===== src/rtl/core/cmc_pkg.sv =====
// cover motion controller package: item, state and register types and codes
// used by the stream interface users, the update logic and the top level

package cmc_pkg;

  typedef enum logic [1:0] {
    OP_IDLE    = 2'd0,
    OP_OPENING = 2'd1,
    OP_CLOSING = 2'd2
  } op_e;

  typedef enum logic [2:0] {
    ACT_STOPPED      = 3'd0,
    ACT_OPENING      = 3'd1,
    ACT_CLOSING      = 3'd2,
    ACT_SLOW_OPENING = 3'd3,
    ACT_SLOW_CLOSING = 3'd4
  } act_e;

  typedef enum logic [2:0] {
    EV_NONE          = 3'd0,
    EV_STOP          = 3'd1,
    EV_OPEN          = 3'd2,
    EV_CLOSE         = 3'd3,
    EV_ALMOST_OPEN   = 3'd4,
    EV_ALMOST_CLOSED = 3'd5,
    EV_FORCE_STOP    = 3'd6
  } ev_e;

  localparam int unsigned CfgAddrW = 3;
  localparam logic [CfgAddrW-1:0] REG_TARGET_MARGIN   = 3'd0;
  localparam logic [CfgAddrW-1:0] REG_SLOWDOWN_MARGIN = 3'd1;
  localparam logic [CfgAddrW-1:0] REG_PUBLISH_IVL     = 3'd2;
  localparam logic [CfgAddrW-1:0] REG_STALL_TIMEOUT   = 3'd3;

  localparam logic [6:0] POS_FULL = 7'd100;

  typedef struct packed {
    logic               op;
    logic [31:0]        now_ms;
    logic signed [15:0] raw_position;
    logic               may_open;
    logic               may_close;
    logic               stop_request;
    logic               has_target;
    logic [6:0]         target_hundredths;
  } in_item_t;

  typedef struct packed {
    logic [6:0] position_hundredths;
    op_e        operation;
    act_e       drive_action;
    logic       publish;
    ev_e        drive_event;
  } out_item_t;

  typedef struct packed {
    logic [CfgAddrW-1:0] addr;
    logic [31:0]         data;
  } cfg_item_t;

  typedef struct packed {
    logic [6:0]  target_margin;
    logic [6:0]  slowdown_margin;
    logic [31:0] publish_interval_ms;
    logic [31:0] stall_timeout_ms;
  } cfg_t;

  typedef struct packed {
    logic [6:0]  pos_now;
    logic [6:0]  pos_prev;
    logic [6:0]  target_pos;
    op_e         op;
    act_e        act;
    logic [31:0] last_move;
    logic [31:0] last_pub;
  } state_t;

endpackage


===== src/rtl/core/cmc_step.sv =====
// combinational update of the cover sequencer for one request
// depends on cmc_pkg for state, register and item types

module cmc_step (
  input  cmc_pkg::state_t    state_i,
  input  cmc_pkg::cfg_t      cfg_i,
  input  cmc_pkg::in_item_t  item_i,
  output cmc_pkg::state_t    state_o,
  output cmc_pkg::out_item_t result_o
);
  import cmc_pkg::*;

  // clamp to 0..4096 and round (raw*100 + 2048) / 4096
  function automatic logic [6:0] to_hundredths(input logic signed [15:0] raw);
    logic [18:0] prod;
    prod = 19'({7'd0, raw[11:0]}) * 19'd100 + 19'd2048;
    if (raw[15] || (raw == 16'sd0)) begin
      return 7'd0;
    end else if (raw[14:12] != 3'd0) begin
      return POS_FULL;
    end else begin
      return prod[18:12];
    end
  endfunction

  logic [6:0]  pos;
  logic [6:0]  pos_err;
  logic [6:0]  tgt;
  logic [31:0] pub_age;
  logic [31:0] move_age;
  logic [31:0] move_time;
  logic        publish;
  ev_e         event_code;
  state_t      ns;

  assign pos      = to_hundredths(item_i.raw_position);
  assign pos_err  = (pos > state_i.target_pos) ? (pos - state_i.target_pos)
                                               : (state_i.target_pos - pos);
  assign tgt      = (item_i.target_hundredths > POS_FULL) ? POS_FULL
                                                          : item_i.target_hundredths;
  assign pub_age  = item_i.now_ms - state_i.last_pub;
  assign move_time = (state_i.pos_prev != pos) ? item_i.now_ms : state_i.last_move;
  assign move_age = item_i.now_ms - move_time;

  always_comb begin
    ns         = state_i;
    publish    = 1'b0;
    event_code = EV_NONE;
    if (!item_i.op) begin
      ns.pos_now = pos;
      if (pub_age > cfg_i.publish_interval_ms) begin
        publish     = 1'b1;
        ns.last_pub = item_i.now_ms;
      end
      if (state_i.op == OP_IDLE) begin
        if (state_i.act != ACT_STOPPED) begin
          event_code   = EV_STOP;
          ns.last_move = 32'd0;
          ns.act       = ACT_STOPPED;
        end
      end else begin
        ns.pos_prev  = pos;
        ns.last_move = move_time;
        if ((move_age > cfg_i.stall_timeout_ms) && (move_time != 32'd0)) begin
          ns.op      = OP_IDLE;
          ns.act     = ACT_STOPPED;
          publish    = 1'b1;
          event_code = EV_FORCE_STOP;
        end else if ((state_i.op == OP_OPENING && !item_i.may_open) ||
                     (state_i.op == OP_CLOSING && !item_i.may_close)) begin
          // movement not permitted: leave the drive alone
        end else if (pos_err <= cfg_i.target_margin) begin
          ns.op   = OP_IDLE;
          publish = 1'b1;
        end else if (pos_err <= cfg_i.slowdown_margin) begin
          if (state_i.op == OP_OPENING && state_i.act != ACT_SLOW_OPENING) begin
            event_code = EV_ALMOST_OPEN;
            ns.act     = ACT_SLOW_OPENING;
          end else if (state_i.op == OP_CLOSING && state_i.act != ACT_SLOW_CLOSING) begin
            event_code = EV_ALMOST_CLOSED;
            ns.act     = ACT_SLOW_CLOSING;
          end
        end else begin
          if (state_i.op == OP_OPENING && state_i.act != ACT_OPENING) begin
            event_code = EV_OPEN;
            ns.act     = ACT_OPENING;
          end else if (state_i.op == OP_CLOSING && state_i.act != ACT_CLOSING) begin
            event_code = EV_CLOSE;
            ns.act     = ACT_CLOSING;
          end
        end
      end
    end else begin
      if (item_i.stop_request) begin
        ns.op   = OP_IDLE;
        publish = 1'b1;
      end
      if (item_i.has_target && (tgt != state_i.pos_now)) begin
        ns.op         = (tgt < state_i.pos_now) ? OP_CLOSING : OP_OPENING;
        ns.target_pos = tgt;
        ns.last_move  = item_i.now_ms;
        publish       = 1'b1;
      end
    end
  end

  assign state_o = ns;

  always_comb begin
    result_o.position_hundredths = ns.pos_now;
    result_o.operation           = ns.op;
    result_o.drive_action        = ns.act;
    result_o.publish             = publish;
    result_o.drive_event         = event_code;
  end

endmodule


===== config.mk =====
export PLATFORM = sky130hd
export DESIGN_NAME = cmc_step
export DESIGN_NICKNAME = d
export VERILOG_FILES = /design/src/rtl/core/cmc_pkg.sv /design/src/rtl/core/cmc_step.sv
export SDC_FILE = /design/constraint.sdc
export NUM_CORES = 1
export LEC_CHECK = 0
export BUFFER_PORTS_ARGS = -buffer_cell sky130_fd_sc_hd__buf_4
export CAP_MARGIN = 10
export CORE_ASPECT_RATIO = 1.5
export CORE_MARGIN = 4
export CORE_UTILIZATION = 49
export DETAILED_ROUTE_END_ITERATION = 12
export PLACE_DENSITY = 0.79
export SLEW_MARGIN = 20
export SYNTH_ARGS = -nofsm -noshare
export SYNTH_HDL_FRONTEND = slang
export SYNTH_SLANG_ARGS = --single-unit

===== constraint.sdc =====
create_clock -name vclk -period 15.8
set_input_delay 3.16 -clock vclk [all_inputs]
set_output_delay 3.16 -clock vclk [all_outputs]
set_load 0.05 [all_outputs]

# After elaboration in Yosys (flattened, before gate mapping)
# Cells that the tools add are included.
[classes]
add_sub_neg = 5
multipliers = 1
div_mod_pow = 0
n_lt_le_gt_ge = 7
n_eq_ne = 8
shifts = 0
n_mux = 48
n_bitwise = 0
reduce_logical = 17
[op_table]
columns = ["operator", "count"]
rows = [
  ["32-bit 2-to-1 mux", 5],
  ["35-bit 2-to-1 mux", 2],
  ["32-bit > comparator", 2],
  ["32-bit subtractor", 2],
  ["3-bit 2-to-1 mux", 15],
  ["7-bit 2-to-1 mux", 6],
  ["32-bit nonzero test", 1],
  ["19-bit by 12-bit adder with 19-bit output, second input constant", 1],
  ["12-bit by 5-bit multiplier with 17-bit output, second input constant", 1],
  ["16-bit zero test", 1],
  ["7-bit less-or-equal comparator", 2],
  ["14-bit 2-to-1 mux", 1],
  ["2-bit 2-to-1 mux", 7],
  ["7-bit inequality test", 2],
  ["7-bit subtractor", 2],
  ["5-bit 2-to-1 mux", 2],
  ["1-bit 2-to-1 mux", 9],
  ["9-bit 2-to-1 mux", 1],
  ["1-bit logical AND", 8],
  ["7-bit > comparator", 1],
  ["7-bit > comparator, second input constant", 1],
  ["7-bit less-than comparator", 1],
  ["3-bit by 2-bit inequality test with 1-bit output, second input constant", 2],
  ["3-bit nonzero test", 2],
  ["7 further kinds", 9],
]
[word_totals]
reg_bits = 0
latch_bits = 0
mem_bits_rw = 0
rom_bits = 0
inputBits = 228
wordCells = 86
n_memories = 0

# Logic depth before layout (Yosys ltp)
[depth]
ltp_word = 13
mapped_depth = 50

# Least setup slack after synthesis
# OpenSTA, ideal clock, no wires.
[synth_path]
path_kind = "input port to output port"
from = "input item_i[13] (netlist name)"
to = "output state_o[65] (netlist name)"
arrival_ns = 13.086
path_slack_ns = -0.446
path_stages = 48
n_path_buf = 3
path_cell_list = "inv_1 -> ha_1 -> ha_1 -> fa_1 -> ha_1 -> o21a_1 -> a2bb2oi_2 -> a21oi_1 -> xnor2_1 -> ha_1 -> nand2_1 -> inv_2 -> a211o_1 -> a221oi_1 -> o311a_1 -> o211ai_2 -> nor4_1 -> clkbuf_1 -> (+12 left out) -> a211oi_2 -> a21oi_2 -> a31oi_2 -> a21oi_1 -> xnor2_1 -> ha_1 -> nor2b_1 -> o21ai_0 -> nand2b_1 -> a21oi_1 -> nor2b_1 -> o21ai_0 -> nand2b_1 -> a221oi_1 -> a2111oi_1 -> or2_2 -> o21ai_0 -> buf_4"
[synth_lines]
columns = ["element", "line", "source"]
rows = [
  ["start: declaration", "cmc_step.sv:7", "input cmc_pkg::in_item_t item_i,"],
  ["end: declaration", "cmc_step.sv:8", "output cmc_pkg::state_t state_o,"],
]

==> results.yml <==
status:
  outcome: "finished, final reports clean"
synthesis:
  syn_area_um2: 9610
  yosysWarningCount: 0
  synthesized_instance_count: 1316
  synth_fp_nets: 1758
  synth_area_leader_cell: "sky130_fd_sc_hd__ha_1"
  syn_area_per_cell_um2: 7.30
  synth_common_cells: "205 x sky130_fd_sc_hd__ha_1, 172 x sky130_fd_sc_hd__inv_1, 89 x sky130_fd_sc_hd__o21ai_0"
  yosysTopAreaCellShare: 0.267
  yosys-top-cells-area: "sky130_fd_sc_hd__ha_1 27%, sky130_fd_sc_hd__inv_1 6.7%, sky130_fd_sc_hd__xnor2_1 4.7%"
  yosys.cell_count.top_type: "sky130_fd_sc_hd__ha_1"
  synth_sequential_area_ratio: 0
  post_synth_num_cell_types: 85
critical_path:
  data_arrival_critical_path_ns: 12.35
  critical_path.slowest_cell: "sky130_fd_sc_hd__or4_4"
  setup.worst_path.start: "item_i[14]"
  timing_worst_setup_path_type: "primary input to output port"
  path_delay_family: "compound AO/OA/AOI/OAI gates"
  timing.critical_path.depth: 46
  slowest_delay_ns: 0.56
  setup.worst_path.end: "result_o[7]"
  timing.critical_path.required_ns: 12.64
  cp-start-kind: "primary input"
  critical_path.endpoint_type: "output port"
  timing.critical_path.buf_inv: 4
  worst-path-max-fanout: 4
drt:
  drc_errors: 0
  antenna_violating_nets_post_route: 0
  first_pass_iters: 7
  first_iter_violations: 635
  via_per_inst: 6.00
  via_count: 11300
  drt_wl_total_um: 36700
  wire_per_inst_um: 19.5
place:
  buffer_ports.inserted: 334
  dp_worst_setup_slack_ns: -0.165
  place.detailed.hpwl_um: 31900
  place.gp.congestion: 1.04
  placedInstanceArea_um2: 12400
floorplanning:
  die-height_um: 179
  die_w_um: 122
  rows: 62
  initial_core_util: 0.499
  pin_count: 334
  core_area_um2: 19200
  floorplan.die_area_um2: 22000
timing:
  hold_viol_final: 0
  crit_path_setup_slack_layout_ns: 0.286
  tightest_pin_transition_ns: 0.744
  slew_viol_final: 0
  slew_headroom: 0.499
  clock.fmax_mhz: 64.5
  fin_crit_ns: 15.51
  finalSetupViolations: 0
  final_min_period_over_clock_period: 0.982
final_layout:
  sequential_cell_area_um2: 0
  fill_cells: 1763
  area.growth.synth_to_final_pct: 30.9
  diodes: 0
  final_core_util: 0.654
  final_design_area_no_fill_um2: 12600
  num-nets-final: 2075
  layout-drive-gt1-share: 0.281
  clock_buffer_count: 0
  design.seq.count: 0
grt:
  number_of_antenna_violations_at_the_first_check_in_global_routing: 0
  grt_pass1_vias: 11100
  global_route.usage.total: 0.310
  pin_count_of_the_biggest_net_entering_global_routing: 33
  overflow: 0
  grt_first_pass_wirelength_um: 55200
hold_path:
  hp-start: "item_i[5]"
  hold_path_class: "primary input to output port"
  worstHoldPathCells: 4
power:
  vdd_drop_max_uv: 44.1
  cellPowerDensity_nw_per_um2: 63.0
  leakagePower_nw: 6.55
run:
  cap_violations: 0
cts:
  post_cts_hold_buffer_count: 0
==> area by class of cell <==
class / instances / area [µm²] / area share
Inverter: 173 / 649 / 0.0516
Tap cell: 256 / 320 / 0.0255
Multi-Input combinational cell: 1097 / 8890 / 0.707
Timing Repair Buffer: 361 / 2720 / 0.216
==> cells in the final DEF, fill, tap and decap left out, types with 9 or more instances in the layout <==
| cell | n |
|---|---|
| sky130_fd_sc_hd__nand3_1 | 19 |
| sky130_fd_sc_hd__o21ai_0 | 87 |
| sky130_fd_sc_hd__a21o_1 | 34 |
| sky130_fd_sc_hd__ha_1 | 202 |
| sky130_fd_sc_hd__nor4_1 | 19 |
| sky130_fd_sc_hd__a21oi_1 | 82 |
| sky130_fd_sc_hd__o21a_1 | 17 |
| sky130_fd_sc_hd__a31oi_1 | 16 |
| sky130_fd_sc_hd__mux2_2 | 34 |
| sky130_fd_sc_hd__nor2b_1 | 41 |
| sky130_fd_sc_hd__nor3_1 | 16 |
| sky130_fd_sc_hd__xor2_1 | 23 |
| sky130_fd_sc_hd__xnor2_1 | 52 |
| sky130_fd_sc_hd__mux2i_1 | 35 |
| sky130_fd_sc_hd__inv_1 | 172 |
| sky130_fd_sc_hd__and2_1 | 12 |
| sky130_fd_sc_hd__nor2_1 | 54 |
| sky130_fd_sc_hd__a22o_1 | 33 |
| sky130_fd_sc_hd__and3_1 | 9 |
| sky130_fd_sc_hd__nand2b_1 | 28 |
| sky130_fd_sc_hd__buf_4 | 358 |
| sky130_fd_sc_hd__fa_1 | 9 |
| sky130_fd_sc_hd__nand4_1 | 28 |
| sky130_fd_sc_hd__nand2_1 | 79 |
==> power by group <==
group	internal, mW	switching [mW]
clock network	0	0
registers	0	0
logic	0.323	0.469
total	0.323	0.469
==> through the flow <==
step	total power, mW	setup TNS, ns	std cells	hold slack (ns)
after floorplan	0.543	-0.0384	1316	6.62
after global placement	0.755	0	1883	6.71
after detailed placement	0.769	-1.27	1883	6.72
after CTS	0.774	0	1883	6.72
after global routing	0.861	-0.325	1887	6.73
final	0.793	0	1887	6.71
==> timing repair <==
item	in CTS	in global routing
pin swaps	0	14
buffers inserted	0	4
gates resized for setup	2	24
setup endpoints to repair	13	14
==> logic make-up after synthesis <==
logic type | share of synthesized area
AO/OA/AOI/OAI | 0.280
AND/OR/NAND/NOR | 0.192
buffers and inverters | 0.0908
adder cells (fa/ha/maj) | 0.286
XOR/XNOR | 0.0716
multiplexers | 0.0800
==> metal layers <==
metal,track usage,share of wire,up-vias
li1,-,-,5393
met1,0.315,0.35,5230
met2,0.590,0.51,564
met3,0.0428,0.076,142
met4,0.173,0.070,0
met5,0,0,-
==> worst min path at each step <==
stage,end,slack [ns]
global placement,state_o[76],6.71
detailed placement,state_o[74],6.72
CTS,state_o[74],6.72
finish,state_o[74],6.71
global route,state_o[51],6.73
floorplan,state_o[0],6.62
No activity file was read; power rests on OpenSTA's default activity.
